$ cat src/bgsr_pkg.sv
// ----------------------------------------------------------------------------
// bgsr_pkg: shared types and constants
// Register map, phase codes, queue sizing and the word formats that pass
// between the parts of the glyph span rasteriser.
// ----------------------------------------------------------------------------
package bgsr_pkg;

  localparam int COORD_BITS = 16;
  localparam int ADDR_BITS  = 5;
  localparam int DATA_BITS  = 32;

  // register indexes (byte address = 4 * index)
  localparam logic [2:0] REG_DOT_WIDTH  = 3'd0;
  localparam logic [2:0] REG_DOT_HGAP   = 3'd1;
  localparam logic [2:0] REG_DOT_VGAP   = 3'd2;
  localparam logic [2:0] REG_GLYPH_ROWS = 3'd3;
  localparam logic [2:0] REG_CHAR_GAP   = 3'd4;
  localparam logic [2:0] REG_INK_COLOR  = 3'd5;

  // parser phase codes
  localparam logic [1:0] PH_HEADER = 2'd0;
  localparam logic [1:0] PH_MARGIN = 2'd1;
  localparam logic [1:0] PH_ROWS   = 2'd2;

  // result kinds
  localparam logic KIND_SPAN = 1'b0;
  localparam logic KIND_DONE = 1'b1;

  // command queue
  localparam int Q_DEPTH = 4;
  localparam int Q_AW    = 2;

  typedef struct packed {
    logic [4:0]  dot_width;
    logic [3:0]  dot_hgap;
    logic [3:0]  dot_vgap;
    logic [5:0]  glyph_rows;
    logic [3:0]  char_gap;
    logic [31:0] ink_color;
  } cfg_t;

  // one classified byte: dots to draw (bit k = k-th bit from the MSB),
  // dot index of bit 0 (modulo 256), cell position and an end-of-glyph flag
  typedef struct packed {
    logic [7:0]                   mask;
    logic [7:0]                   d0;
    logic [COORD_BITS-1:0]        cell_x;
    logic [COORD_BITS-1:0]        row_y;
    logic [7:0]                   width;
    logic                         done;
  } cmd_t;

endpackage

$ cat src/bgsr_in_if.sv
// ----------------------------------------------------------------------------
// bgsr_in_if: glyph byte channel
// Valid/ready channel carrying one glyph byte and the cell origin.
// ----------------------------------------------------------------------------
interface bgsr_in_if;
  import bgsr_pkg::*;

  logic                         valid;
  logic                         ready;
  logic [7:0]                   glyph_byte;
  logic                         first_byte;
  logic signed [COORD_BITS-1:0] origin_x;
  logic signed [COORD_BITS-1:0] origin_y;

  modport source (output valid, glyph_byte, first_byte, origin_x, origin_y,
                  input ready);
  modport sink (input valid, glyph_byte, first_byte, origin_x, origin_y,
                output ready);
endinterface

$ cat src/bgsr_out_if.sv
// ----------------------------------------------------------------------------
// bgsr_out_if: result channel
// Valid/ready channel carrying one span or one glyph-done word.
// ----------------------------------------------------------------------------
interface bgsr_out_if;
  import bgsr_pkg::*;

  logic                         valid;
  logic                         ready;
  logic                         kind;
  logic signed [COORD_BITS-1:0] span_left;
  logic signed [COORD_BITS-1:0] span_right;
  logic signed [COORD_BITS-1:0] span_y;
  logic [31:0]                  span_color;
  logic signed [COORD_BITS-1:0] advance_x;
  logic                         last;

  modport source (output valid, kind, span_left, span_right, span_y, span_color,
                  advance_x, last, input ready);
  modport sink (input valid, kind, span_left, span_right, span_y, span_color,
                advance_x, last, output ready);
endinterface

$ cat src/bgsr_cfg_regs.sv
// ----------------------------------------------------------------------------
// bgsr_cfg_regs: configuration register file
// APB-style slave holding the dot geometry, row count and ink colour.
// ----------------------------------------------------------------------------
module bgsr_cfg_regs (
  input  logic                           clk,
  input  logic                           rst,
  input  logic                           psel,
  input  logic                           penable,
  input  logic                           pwrite,
  input  logic [bgsr_pkg::ADDR_BITS-1:0] paddr,
  input  logic [bgsr_pkg::DATA_BITS-1:0] pwdata,
  output logic [bgsr_pkg::DATA_BITS-1:0] prdata,
  output logic                           pready,
  output bgsr_pkg::cfg_t                 cfg
);
  import bgsr_pkg::*;

  logic [2:0] idx;
  logic       wr;

  assign idx    = paddr[4:2];
  assign wr     = psel && penable && pwrite && pready;
  assign pready = 1'b1;

  // register writes
  always_ff @(posedge clk) begin
    if (rst) begin
      cfg.dot_width  <= 5'd1;
      cfg.dot_hgap   <= 4'd0;
      cfg.dot_vgap   <= 4'd0;
      cfg.glyph_rows <= 6'd8;
      cfg.char_gap   <= 4'd1;
      cfg.ink_color  <= 32'hFFFF_FFFF;
    end else if (wr) begin
      case (idx)
        REG_DOT_WIDTH:  cfg.dot_width  <= pwdata[4:0];
        REG_DOT_HGAP:   cfg.dot_hgap   <= pwdata[3:0];
        REG_DOT_VGAP:   cfg.dot_vgap   <= pwdata[3:0];
        REG_GLYPH_ROWS: cfg.glyph_rows <= pwdata[5:0];
        REG_CHAR_GAP:   cfg.char_gap   <= pwdata[3:0];
        REG_INK_COLOR:  cfg.ink_color  <= pwdata;
        default: ;
      endcase
    end
  end

  // read mux
  always_comb begin
    case (idx)
      REG_DOT_WIDTH:  prdata = {27'd0, cfg.dot_width};
      REG_DOT_HGAP:   prdata = {28'd0, cfg.dot_hgap};
      REG_DOT_VGAP:   prdata = {28'd0, cfg.dot_vgap};
      REG_GLYPH_ROWS: prdata = {26'd0, cfg.glyph_rows};
      REG_CHAR_GAP:   prdata = {28'd0, cfg.char_gap};
      REG_INK_COLOR:  prdata = cfg.ink_color;
      default:        prdata = '0;
    endcase
  end
endmodule

$ cat src/bgsr_front.sv
// ----------------------------------------------------------------------------
// bgsr_front: glyph byte parser
// Tracks header, margin and row position, and turns each row byte into a
// command holding the dots to draw and whether the glyph ends here.
// ----------------------------------------------------------------------------
module bgsr_front (
  input  logic           clk,
  input  logic           rst,
  input  bgsr_pkg::cfg_t cfg,
  bgsr_in_if.sink        glyph,
  input  logic           q_full,
  output logic           push,
  output bgsr_pkg::cmd_t push_cmd
);
  import bgsr_pkg::*;

  logic [1:0]            phase, phase_next;
  logic [7:0]            glyph_width, glyph_width_next;
  logic [7:0]            left_skip, left_skip_next;
  logic [COORD_BITS-1:0] cell_x, cell_x_next;
  logic [COORD_BITS-1:0] row_y, row_y_next;
  logic [6:0]            rows_done, rows_done_next;
  logic [8:0]            bit_in_row, bit_in_row_next;

  logic       acc;
  logic [8:0] used;
  logic [9:0] row_len;
  logic [9:0] bit_sum;
  logic [6:0] rows_inc;
  logic [8:0] margin_used;
  logic [7:0] mask;
  logic [7:0] cmd_mask;
  logic [9:0] pos [8];
  logic       done;

  assign glyph.ready = !q_full;
  assign acc         = glyph.valid && glyph.ready;

  assign used        = {1'b0, left_skip} + {1'b0, glyph_width};
  assign row_len     = ({1'b0, used} + 10'd7) & ~10'd7;
  assign bit_sum     = {1'b0, bit_in_row} + 10'd8;
  assign rows_inc    = rows_done + 7'd1;
  assign margin_used = {1'b0, glyph.glyph_byte} + {1'b0, glyph_width};

  // dots of this byte that fall inside the row's width
  always_comb begin
    for (int k = 0; k < 8; k++) begin
      pos[k]  = {1'b0, bit_in_row} + 10'(k);
      mask[k] = (pos[k] >= {2'b0, left_skip}) && (pos[k] < {1'b0, used}) &&
                glyph.glyph_byte[7-k];
    end
  end

  // parser state update
  always_comb begin
    phase_next       = phase;
    glyph_width_next = glyph_width;
    left_skip_next   = left_skip;
    cell_x_next      = cell_x;
    row_y_next       = row_y;
    rows_done_next   = rows_done;
    bit_in_row_next  = bit_in_row;
    done             = 1'b0;
    push             = 1'b0;
    cmd_mask         = '0;
    if (acc) begin
      if (glyph.first_byte) begin
        glyph_width_next = glyph.glyph_byte;
        cell_x_next      = glyph.origin_x;
        row_y_next       = glyph.origin_y;
        rows_done_next   = '0;
        bit_in_row_next  = '0;
        phase_next       = PH_MARGIN;
      end else begin
        case (phase)
          PH_MARGIN: begin
            left_skip_next  = glyph.glyph_byte;
            bit_in_row_next = '0;
            rows_done_next  = '0;
            phase_next      = PH_ROWS;
            if (cfg.glyph_rows == '0 || margin_used == '0) begin
              done       = 1'b1;
              phase_next = PH_HEADER;
            end
          end
          PH_ROWS: begin
            if (rows_done >= {1'b0, cfg.glyph_rows} || used == '0) begin
              done       = 1'b1;
              phase_next = PH_HEADER;
            end else begin
              cmd_mask = mask;
              if (bit_sum >= row_len) begin
                bit_in_row_next = '0;
                rows_done_next  = rows_inc;
                row_y_next      = row_y + COORD_BITS'(cfg.dot_vgap) + 1'b1;
                if (rows_inc >= {1'b0, cfg.glyph_rows}) begin
                  done       = 1'b1;
                  phase_next = PH_HEADER;
                end
              end else begin
                bit_in_row_next = bit_sum[8:0];
              end
            end
          end
          default: ;
        endcase
        push = done || (cmd_mask != '0);
      end
    end
  end

  assign push_cmd.mask   = cmd_mask;
  assign push_cmd.d0     = bit_in_row[7:0] - left_skip;
  assign push_cmd.cell_x = cell_x;
  assign push_cmd.row_y  = row_y;
  assign push_cmd.width  = glyph_width;
  assign push_cmd.done   = done;

  always_ff @(posedge clk) begin
    if (rst) begin
      phase       <= PH_HEADER;
      glyph_width <= '0;
      left_skip   <= '0;
      cell_x      <= '0;
      row_y       <= '0;
      rows_done   <= '0;
      bit_in_row  <= '0;
    end else begin
      phase       <= phase_next;
      glyph_width <= glyph_width_next;
      left_skip   <= left_skip_next;
      cell_x      <= cell_x_next;
      row_y       <= row_y_next;
      rows_done   <= rows_done_next;
      bit_in_row  <= bit_in_row_next;
    end
  end
endmodule

$ cat src/bgsr_queue.sv
// ----------------------------------------------------------------------------
// bgsr_queue: command queue
// Small FIFO between the parser and the span emitter.
// ----------------------------------------------------------------------------
module bgsr_queue (
  input  logic           clk,
  input  logic           rst,
  input  logic           push,
  input  bgsr_pkg::cmd_t push_cmd,
  output logic           full,
  input  logic           pop,
  output logic           empty,
  output bgsr_pkg::cmd_t head
);
  import bgsr_pkg::*;

  cmd_t          mem [Q_DEPTH];
  logic [Q_AW-1:0] wr_ptr, rd_ptr;
  logic [Q_AW:0]   count;

  assign full  = (count == (Q_AW+1)'(Q_DEPTH));
  assign empty = (count == '0);
  assign head  = mem[rd_ptr];

  // storage
  always_ff @(posedge clk) begin
    if (push) begin
      mem[wr_ptr] <= push_cmd;
    end
  end

  // pointers and fill level
  always_ff @(posedge clk) begin
    if (rst) begin
      wr_ptr <= '0;
      rd_ptr <= '0;
      count  <= '0;
    end else begin
      if (push) begin
        wr_ptr <= wr_ptr + 1'b1;
      end
      if (pop) begin
        rd_ptr <= rd_ptr + 1'b1;
      end
      case ({push, pop})
        2'b10:   count <= count + 1'b1;
        2'b01:   count <= count - 1'b1;
        default: count <= count;
      endcase
    end
  end
endmodule

$ cat src/bgsr_back.sv
// ----------------------------------------------------------------------------
// bgsr_back: span emitter
// Takes commands from the queue and gives one span per set dot, then the
// glyph-done word at glyph end, one word per cycle while the output advances.
// ----------------------------------------------------------------------------
module bgsr_back (
  input  logic           clk,
  input  logic           rst,
  input  bgsr_pkg::cfg_t cfg,
  input  logic           q_empty,
  input  bgsr_pkg::cmd_t head,
  output logic           pop,
  bgsr_out_if.source     result
);
  import bgsr_pkg::*;

  cmd_t                  cur;
  logic                  cur_valid;
  logic                  adv;
  logic                  cur_final;
  logic [2:0]            k_sel;
  logic [7:0]            mask_after;
  logic [5:0]            xd;
  logic [7:0]            dot_j;
  logic [13:0]           dot_off;
  logic [COORD_BITS-1:0] span_x;
  logic [COORD_BITS-1:0] span_r;
  logic [13:0]           width_off;
  logic [8:0]            gap_off;
  logic [COORD_BITS-1:0] adv_x;

  assign adv = !result.valid || result.ready;

  // lowest pending dot (earliest bit from the MSB)
  always_comb begin
    k_sel = '0;
    for (int k = 7; k >= 0; k--) begin
      if (cur.mask[k]) begin
        k_sel = 3'(k);
      end
    end
  end

  always_comb begin
    mask_after        = cur.mask;
    mask_after[k_sel] = 1'b0;
  end

  assign cur_final = (cur.mask == '0) || (mask_after == '0 && !cur.done);
  assign pop       = !q_empty && (!cur_valid || (adv && cur_final));

  // span and advance arithmetic
  assign xd        = {1'b0, cfg.dot_width} + {2'b0, cfg.dot_hgap};
  assign dot_j     = cur.d0 + {5'd0, k_sel};
  assign dot_off   = dot_j * xd;
  assign span_x    = cur.cell_x + COORD_BITS'(dot_off);
  assign span_r    = span_x + COORD_BITS'(cfg.dot_width) - 1'b1;
  assign width_off = cur.width * xd;
  assign gap_off   = cfg.char_gap * cfg.dot_width;
  assign adv_x     = cur.cell_x + COORD_BITS'(width_off) + COORD_BITS'(gap_off);

  // current command
  always_ff @(posedge clk) begin
    if (rst) begin
      cur_valid <= 1'b0;
    end else if (pop) begin
      cur_valid <= 1'b1;
    end else if (adv && cur_valid && cur_final) begin
      cur_valid <= 1'b0;
    end
  end

  always_ff @(posedge clk) begin
    if (pop) begin
      cur <= head;
    end else if (adv && cur_valid) begin
      cur.mask <= mask_after;
    end
  end

  // output word register
  always_ff @(posedge clk) begin
    if (rst) begin
      result.valid <= 1'b0;
    end else if (adv) begin
      result.valid <= cur_valid;
    end
  end

  always_ff @(posedge clk) begin
    if (adv && cur_valid) begin
      if (cur.mask != '0) begin
        result.kind       <= KIND_SPAN;
        result.span_left  <= span_x;
        result.span_right <= span_r;
        result.span_y     <= cur.row_y;
        result.span_color <= cfg.ink_color;
        result.advance_x  <= '0;
        result.last       <= (mask_after == '0) && !cur.done;
      end else begin
        result.kind       <= KIND_DONE;
        result.span_left  <= '0;
        result.span_right <= '0;
        result.span_y     <= '0;
        result.span_color <= '0;
        result.advance_x  <= adv_x;
        result.last       <= 1'b1;
      end
    end
  end
endmodule

$ cat src/bitmap_glyph_span_rasterizer.sv
// ----------------------------------------------------------------------------
// bitmap_glyph_span_rasterizer: bitmap font glyph to span converter
// Parses glyph bytes and emits horizontal spans plus a glyph-done word.
// ----------------------------------------------------------------------------
// Usage:
//   glyph  : input words; a word with first_byte set is the width header and
//            carries the cell origin, the next word is the left margin, then
//            packed row bytes MSB first.
//   result : output words; kind 0 is a span, kind 1 ends the glyph with the
//            next x position. last marks the final word caused by one byte.
//   APB    : six registers at byte addresses 0..20, written while idle.
// Path: an accepted byte is written to the queue at the accepting edge, then
//   taken into the emitter's current command, then into the output register.
// Throughput: one input word per cycle while the 4-entry command queue has
//   room; the emitter gives one result per cycle while the output advances,
//   holding each byte until all its results (up to 9 with glyph done) are out.
// Stall: when result.ready is low the output register holds its word, the
//   emitter and then the queue fill, and glyph.ready drops when it is full.
// Reset: synchronous; parser waits for a header, queue and output empty,
//   registers take their default values.
// ----------------------------------------------------------------------------
module bitmap_glyph_span_rasterizer (
  input  logic                           clk,
  input  logic                           rst,
  bgsr_in_if.sink                        glyph,
  bgsr_out_if.source                     result,
  input  logic                           psel,
  input  logic                           penable,
  input  logic                           pwrite,
  input  logic [bgsr_pkg::ADDR_BITS-1:0] paddr,
  input  logic [bgsr_pkg::DATA_BITS-1:0] pwdata,
  output logic [bgsr_pkg::DATA_BITS-1:0] prdata,
  output logic                           pready
);
  import bgsr_pkg::*;

  cfg_t cfg;
  logic push, q_full, q_empty, pop;
  cmd_t push_cmd, head;

  bgsr_cfg_regs u_cfg (
    .clk     (clk),
    .rst     (rst),
    .psel    (psel),
    .penable (penable),
    .pwrite  (pwrite),
    .paddr   (paddr),
    .pwdata  (pwdata),
    .prdata  (prdata),
    .pready  (pready),
    .cfg     (cfg)
  );

  bgsr_front u_front (
    .clk      (clk),
    .rst      (rst),
    .cfg      (cfg),
    .glyph    (glyph),
    .q_full   (q_full),
    .push     (push),
    .push_cmd (push_cmd)
  );

  bgsr_queue u_queue (
    .clk      (clk),
    .rst      (rst),
    .push     (push),
    .push_cmd (push_cmd),
    .full     (q_full),
    .pop      (pop),
    .empty    (q_empty),
    .head     (head)
  );

  bgsr_back u_back (
    .clk     (clk),
    .rst     (rst),
    .cfg     (cfg),
    .q_empty (q_empty),
    .head    (head),
    .pop     (pop),
    .result  (result)
  );
endmodule

$ cat src/flat_wrapper.sv
// flat-port wrapper written by rule: the top's interface ports become plain ports
module bitmap_glyph_span_rasterizer_flat import bgsr_pkg::*;
  (clk, rst, psel, penable, pwrite, paddr, pwdata, prdata, pready, glyph_valid, glyph_glyph_byte, glyph_first_byte, glyph_origin_x, glyph_origin_y, glyph_ready, result_valid, result_kind, result_span_left, result_span_right, result_span_y, result_span_color, result_advance_x, result_last, result_ready);
  bgsr_in_if glyph_i ();
  bgsr_out_if result_i ();
  input  logic clk;
  input  logic rst;
  input  logic psel;
  input  logic penable;
  input  logic pwrite;
  input  logic [bgsr_pkg::ADDR_BITS-1:0] paddr;
  input  logic [bgsr_pkg::DATA_BITS-1:0] pwdata;
  output logic [bgsr_pkg::DATA_BITS-1:0] prdata;
  output logic pready;
  input wire logic [$bits(glyph_i.valid)-1:0] glyph_valid;
  input wire logic [$bits(glyph_i.glyph_byte)-1:0] glyph_glyph_byte;
  input wire logic [$bits(glyph_i.first_byte)-1:0] glyph_first_byte;
  input wire logic [$bits(glyph_i.origin_x)-1:0] glyph_origin_x;
  input wire logic [$bits(glyph_i.origin_y)-1:0] glyph_origin_y;
  output wire logic [$bits(glyph_i.ready)-1:0] glyph_ready;
  output wire logic [$bits(result_i.valid)-1:0] result_valid;
  output wire logic [$bits(result_i.kind)-1:0] result_kind;
  output wire logic [$bits(result_i.span_left)-1:0] result_span_left;
  output wire logic [$bits(result_i.span_right)-1:0] result_span_right;
  output wire logic [$bits(result_i.span_y)-1:0] result_span_y;
  output wire logic [$bits(result_i.span_color)-1:0] result_span_color;
  output wire logic [$bits(result_i.advance_x)-1:0] result_advance_x;
  output wire logic [$bits(result_i.last)-1:0] result_last;
  input wire logic [$bits(result_i.ready)-1:0] result_ready;
  assign glyph_i.valid = glyph_valid;
  assign glyph_i.glyph_byte = glyph_glyph_byte;
  assign glyph_i.first_byte = glyph_first_byte;
  assign glyph_i.origin_x = glyph_origin_x;
  assign glyph_i.origin_y = glyph_origin_y;
  assign glyph_ready = glyph_i.ready;
  assign result_valid = result_i.valid;
  assign result_kind = result_i.kind;
  assign result_span_left = result_i.span_left;
  assign result_span_right = result_i.span_right;
  assign result_span_y = result_i.span_y;
  assign result_span_color = result_i.span_color;
  assign result_advance_x = result_i.advance_x;
  assign result_last = result_i.last;
  assign result_i.ready = result_ready;
  bitmap_glyph_span_rasterizer u_core (.clk(clk), .rst(rst), .glyph(glyph_i), .result(result_i), .psel(psel), .penable(penable), .pwrite(pwrite), .paddr(paddr), .pwdata(pwdata), .prdata(prdata), .pready(pready));
endmodule
$ cat config.mk
export PLATFORM = sky130hd
export DESIGN_NAME = bitmap_glyph_span_rasterizer_flat
export DESIGN_NICKNAME = d
export VERILOG_FILES = /design/src/bgsr_pkg.sv /design/src/bgsr_in_if.sv /design/src/bgsr_out_if.sv /design/src/bgsr_cfg_regs.sv /design/src/bgsr_front.sv /design/src/bgsr_queue.sv /design/src/bgsr_back.sv /design/src/bitmap_glyph_span_rasterizer.sv /design/src/flat_wrapper.sv
export SDC_FILE = /design/constraint.sdc
export NUM_CORES = 1
export LEC_CHECK = 0
export BUFFER_PORTS_ARGS = -buffer_cell sky130_fd_sc_hd__buf_2
export CAP_MARGIN = 20
export CORE_ASPECT_RATIO = 1.2
export CORE_MARGIN = 5
export CORE_UTILIZATION = 47
export CTS_BUF_LIST = sky130_fd_sc_hd__clkbuf_8
export DETAILED_ROUTE_END_ITERATION = 6
export HOLD_SLACK_MARGIN = 0.08
export PLACE_DENSITY_LB_ADDON = 0.3
export SYNTH_ARGS = -nofsm -noshare
export SYNTH_HDL_FRONTEND = slang
export SYNTH_SLANG_ARGS = --single-unit
$ cat constraint.sdc
create_clock -name clk -period 14.8 [get_ports clk]
set_input_delay 2.96 -clock clk [delete_from_list [all_inputs] [get_ports clk]]
set_output_delay 2.96 -clock clk [all_outputs]
set_load 0.01 [all_outputs]
-- After elaboration in Yosys (flattened, before gate mapping)
Memory sizes are Yosys's and may differ from the RTL's. A register that Yosys moved wholly into a read port is not among the register bits.
Index checks and enable logic that the tools add are counted.
- add/sub/neg operators: 26
- multipliers: 3
- order comparisons: 21
- equal/unequal tests: 15
- mux-type cells: 56
- bitwise logic cells: 3
- reduce and logical (&&, ||, !) cells: 63
- operators with widths (kind ; number):
    case mux 32 bit (6 select lines) ; 1
    >= comparator 10 x 8 -> 1 bit ; 7
    less-than comparator 10 x 9 -> 1 bit ; 7
    2-to-1 mux 16 bit ; 4
    2-to-1 mux 8 bit ; 8
    adder 9 x 3 -> 10 bit, second input constant ; 5
    adder 16 x 14 -> 16 bit ; 2
    multiplier 8 x 6 -> 14 bit ; 2
    2-to-1 mux 9 bit ; 3
    logical AND 1 bit ; 25
    2-to-1 mux 3 bit ; 8
    2-to-1 mux 7 bit ; 3
    adder 9 x 2 -> 10 bit, second input constant ; 2
    adder 8 x 8 -> 9 bit ; 2
    zero test 9 bit ; 2
    case mux 9 bit (2 select lines) ; 1
    adder 16 x 1 -> 16 bit, second input constant ; 1
    adder 16 x 4 -> 16 bit ; 1
    adder 16 x 5 -> 16 bit ; 1
    adder 16 x 9 -> 16 bit ; 1
    zero test 8 bit ; 2
    2-to-1 mux 1 bit ; 16
    nonzero test 8 bit ; 2
    subtractor 16 x 1 -> 16 bit, second input constant ; 1
    other kinds (42) ; 80
- register bits: 285
- bits in writable memories: 228
- input port bits: 85
- memories: 1
- memory list (name ; depth ; width ; read ports ; clocked after memory_dff ; write ports ; RTL line ; source):
    u_core.u_queue.mem ; 4 ; 57 ; 1 ; 1 ; 1 ; bgsr_queue.sv:17 ; cmd_t mem [Q_DEPTH];

-- Logic depth before layout (Yosys ltp)
- depth after elaboration: 22
- depth in mapped cells: 34
- gate-level depth less buffers: 34

-- Hierarchy
A second synthesis with hierarchy kept.
- cell total of the unflattened synthesis: 2377
- area, all modules: 28199.5 um2
- by module, submodules not included (module ; instances ; cells an instance ; area an instance (um2) ; sequential area each (um2)):
    bgsr_back ; 1 ; 1035 ; 11477.3 ; 4694.5
    bgsr_queue ; 1 ; 344 ; 8652.0 ; 7026.7
    bgsr_front ; 1 ; 701 ; 5373.9 ; 1261.2
    bgsr_cfg_regs ; 1 ; 297 ; 2696.3 ; 1101.1

-- Worst setup path before layout
No wires, ideal clock.
- path kind: input to register
- start: input port result_ready
- end: register u_core.u_back.result.advance_x[0] (netlist bit), enable pin
- library setup time: 567 ps
- arrival: 7380 ps
- data required time: 14233 ps
- slack: 6852 ps
- cell stages on the path: 2
- path buffers: 0
- cell sequence: nor2b_1 nor2b_1
- cells in the longest elaborated chain, start to end: 2
- ends and longest elaborated chain (what ; RTL line ; source):
    from (decl) ; flat_wrapper.sv:29 ; input wire logic [$bits(result_i.ready)-1:0] result_ready;
    logical OR 1 bit ; bgsr_back.sv:32 ; assign adv = !result.valid || result.ready;
    logical AND 1 bit ; bgsr_back.sv:91 ; if (adv && cur_valid) begin
    to (signal assigned) ; bgsr_back.sv:106 ; result.advance_x <= adv_x;
    to (decl) ; bgsr_out_if.sv:19 ; advance_x, last, input ready);
No other way between the ends.
A chain may end at the register's enable or synchronous reset.

-- Worst setup path in the final report
- start: register u_core.u_back.cur[53] (netlist bit)
- end: register u_core.u_back.result.span_right[14], data pin
- cells in the longest elaborated chain, start to end: 10
- elaborated cells on any way between the ends: 11
- those cells by class: add/sub (4); mul (1); mux (5); reduce/logical (1)
- ends and longest elaborated chain (what ; RTL line ; source):
    from (decl) ; bgsr_back.sv:17 ; cmd_t cur;
    2-to-1 mux 3 bit (5 in a row) ; bgsr_back.sv:38 ; if (cur.mask[k]) begin
    adder 8 x 3 -> 8 bit ; bgsr_back.sv:54 ; assign dot_j = cur.d0 + {5'd0, k_sel};
    multiplier 8 x 6 -> 14 bit ; bgsr_back.sv:55 ; assign dot_off = dot_j * xd;
    adder 16 x 14 -> 16 bit ; bgsr_back.sv:56 ; assign span_x = cur.cell_x + COORD_BITS'(dot_off);
    net u_core.u_back.span_x[6] ; bgsr_back.sv:26 ; logic [COORD_BITS-1:0] span_x;
    adder 16 x 5 -> 16 bit ; bgsr_back.sv:57 ; assign span_r = span_x + COORD_BITS'(cfg.dot_width) - 1'b1;
    subtractor 16 x 1 -> 16 bit ; bgsr_back.sv:57 ;
    to (signal assigned) ; bgsr_back.sv:95 ; result.span_right <= span_r;
    to (decl) ; bgsr_out_if.sv:18 ; modport source (output valid, kind, span_left, span_right, span_y, span_color,
The timed path passes the listed nets, and every way through them passes these cells.

==> metrics.md <==
| Metric | Value |
|---|---|
| Post-synth top area cell | `edfxtp_1` |
| Share of cells above drive strength 1 | `17.6%` |
| Final hold slack | `471 ps` |
| Syn nets | `2648` |
| Number of global-route vias before repair | `18600` |
| Max_slew headroom | `35.9%` |
| Maxcap violations | `0` |
| Pins Over Slew Limit | `0` |
| Final nets | `2878` |
| Hold_buf cts | `0` |
| Leakage power figure | `12.4 nW` |
| CTS H-tree lvls | `3` |
| DR vias | `18000` |
| Core Area | `58300 sq um` |
| Slowest stage delay, CP | `570 ps` |
| Post-detail-place hpwl | `44300 um` |
| IR drop worst, VDD | `0.221 mV` |
| Top_reg_cell synth | `edfxtp_1` |
| Share of the synthesized area in the top cell type | `41.7%` |
| Achievable frequency | `118 MHz` |
| CP max FO | `6` |
| Fillcell total | `4951` |
| Asr flop ratio synth | `0%` |
| Setup violators final | `0` |
| Setup crit end kind | `flop` |
| Largest net degree at the start of global routing | `95` |
| Synth Cell Area | `27500 sq um` |
| Register Area | `14100 sq um` |
| Count of cell types in the netlist | `92` |
| Die extent in y | `275 um` |
| Tmin final | `8500 ps` |
| R2R setup slack | `6300 ps` |
| Starting Density | `47.3%` |
| Hold Crit Class | `reg -> reg` |
| Synthesized flop and latch total | `512` |
| Final Routed Wirelength | `62500 um` |
| Area Growth Syn to Fin | `12.7%` |
| GR Layer Usage met3 | `3.18%` |
| Rows | `97` |
| Reg clk slew, reported paths | `70 ps` |
| Initial antenna violation count | `6` |
| Routability cong. | `0.853` |
| M2 GR Usage | `35.4%` |
| DR vias/cell | `5.40` |
| IO Port Bufs | `214` |
| Tot Pwr | `5.88 mW` |
| Crit path kind | `reg -> reg` |
| Final ANT Viol Nets | `0` |
| CTS Buf Count | `80` |
| Starting DRT DRC Count | `942` |
| Cell Pwr Density | `189 nW/um^2` |
| Setup crit start | `u_core.u_back.cur[53]$_DFFE_PP_` |
| Worst path slowest cell | `o41ai_1` |
| Pre-antenna DRT Iters | `5` |
| Post-synth EDFFs | `383` |
| RSZ-0062 raised after global routing | `no` |
| Synth warn | `0` |
| Post-CTS setup buffer count | `0` |
| Status | `finished clean` |
| Period utilisation layout | `57.4%` |
| GRT Total Usage | `19.7%` |
| CP Data Arrival Time | `8890 ps` |
| Multi-input gate area | `12400 sq um` |
| CTS tree | `built` |
| Die area | `63600 sq um` |
| Root Buffer Master | `clkbuf_8` |
| Io pins | `218` |
| Setup_tns | `0 ps` |
| Longest Clk Path Bufs | `3` |
| Wire per inst | `18.8 um` |
| Most Crowded Layer GR | `met2` |
| Req. time, crit path | `15190 ps` |
| DRC viols | `0` |
| Worst flop-to-flop path startpoint | `u_core.u_back.cur[53]$_DFFE_PP_` |
| Hold path start | `u_core.u_queue.rd_ptr[0]$_SDFFE_PP0P_` |
| Crit-path most repeated cell | `fa_1` |
| Residual overflow from global routing | `0` |
| Met1 GRT Util | `23.9%` |
| Sequential element share of the synthesized area | `51.1%` |
| CP Launch Type | `flop` |
| Skew-Pair Late Insertion Delay | `690 ps` |
| # clock sinks | `512` |
| Post_cts resized | `0` |
| Global-route wire length before repair | `99600 um` |
| Hold Fails Final Rpt | `0` |
| Syn Inst Count | `2282` |
| Synth area leaders | `edfxtp_1 42%, dfxtp_1 9.4%, ha_1 8.3%` |
| Die Span X | `231 um` |
| Syn_area_per_cell | `12.1 sq um` |
| Skew final | `35.5 ps` |
| Worst Tran Pin Value | `962 ps` |
[area by class of cell]
cell class                      count  area share [%]
Sequential cell                   512            45.4
Multi-Input combinational cell   1477            39.8
Timing Repair Buffer              231            3.98
Clock buffer                       88            3.90
Tap cell                          742            2.99
Inverter                          210            2.54
Clock inverter                     61            1.34
Antenna cell                        4          0.0322
[final timing paths]
kind                                                       end  cells after the start
max          u_core.u_back.result.span_right[14]$_SDFFCE_PP0P_                     29
min                                                       flop                      2
max reg2reg  u_core.u_back.result.span_right[14]$_SDFFCE_PP0P_                     29
min reg2reg                                               flop                      2
[report_power, final]
| part | internal, mW | switching (mW) |
|---|---|---|
| sequential | 1.90 | 0.119 |
| clock | 0.615 | 0.580 |
| combinational | 1.14 | 1.53 |
| total | 3.65 | 2.23 |
[flip-flops by register name, indices dropped and copies added, names as in the netlist, 32 cells and up, named ones only]
register and flops:
u_core.u_back.cur 57, u_core.u_back.result.span_color 32, u_core.u_cfg.cfg 55, u_core.u_queue.mem 228
[per-stage QoR]
step                cells  util, %  instance area (sq um)  worst slack, ps
global placement     3168     50.4                  29400             6440
detailed placement   3168     50.4                  29400             6310
global route         3324     53.3                  31100             5710
floorplan            2282        -                  27500             6850
CTS                  3317     53.2                  31000             6310
finish               3325     53.3                  31100             6300
[cell usage in the layout, fill, tap and decap left out, drive strengths merged, types with 40 or more instances in the layout]
cell type  count
clkbuf        89
and3          41
and2         113
buf          230
nor2         179
edfxtp       383
fa            99
xnor2         40
nand2        197
mux2i         70
dfxtp        129
a21oi        103
o21ai         62
inv          229
ha           182
mux4          58
[logic make-up after synthesis]
| logic type | Yosys count | synth area share [%] |
|---|---|---|
| AOI/OAI and AO/OA | 304 | 7.23 |
| other | 1 | 0.0136 |
| and+or+nand+nor | 682 | 12.1 |
| DFF | 512 | 51.1 |
| adders and majority gates | 282 | 15.5 |
| muxes | 132 | 7.46 |
| buffers and inverters | 293 | 4.06 |
| xor gates and xnor gates | 76 | 2.53 |
[cell usage after synthesis, drive strengths merged (36+ instances only)]
cell type and number:
a21oi 103, and2 113, and3 41, clkbuf 68, dfxtp 129, edfxtp 383
fa 99, ha 182, inv 208, mux2i 70, mux4 58, nand2 197
nor2 179, o21ai 62, xnor2 40, xor2 36
[routing by layer]
layer / vias up / wire (um) / share of wire (%)
met4: 4 / 2120 / 3.4
li1: 8520 / - / -
met5: - / 27 / 0.043
met1: 8870 / 25500 / 41
met2: 434 / 31900 / 51
met3: 139 / 2920 / 4.7
[worst max-delay path, delay by kind of cell (launching register included)]
kind,cells,cell delay [ps]
buf+inv,4,230
flops,1,470
simple gates,5,710
xor+xnor,3,860
fa+ha+maj,8,3320
compound gates,9,2640
(Power assumes the default switching activity.)
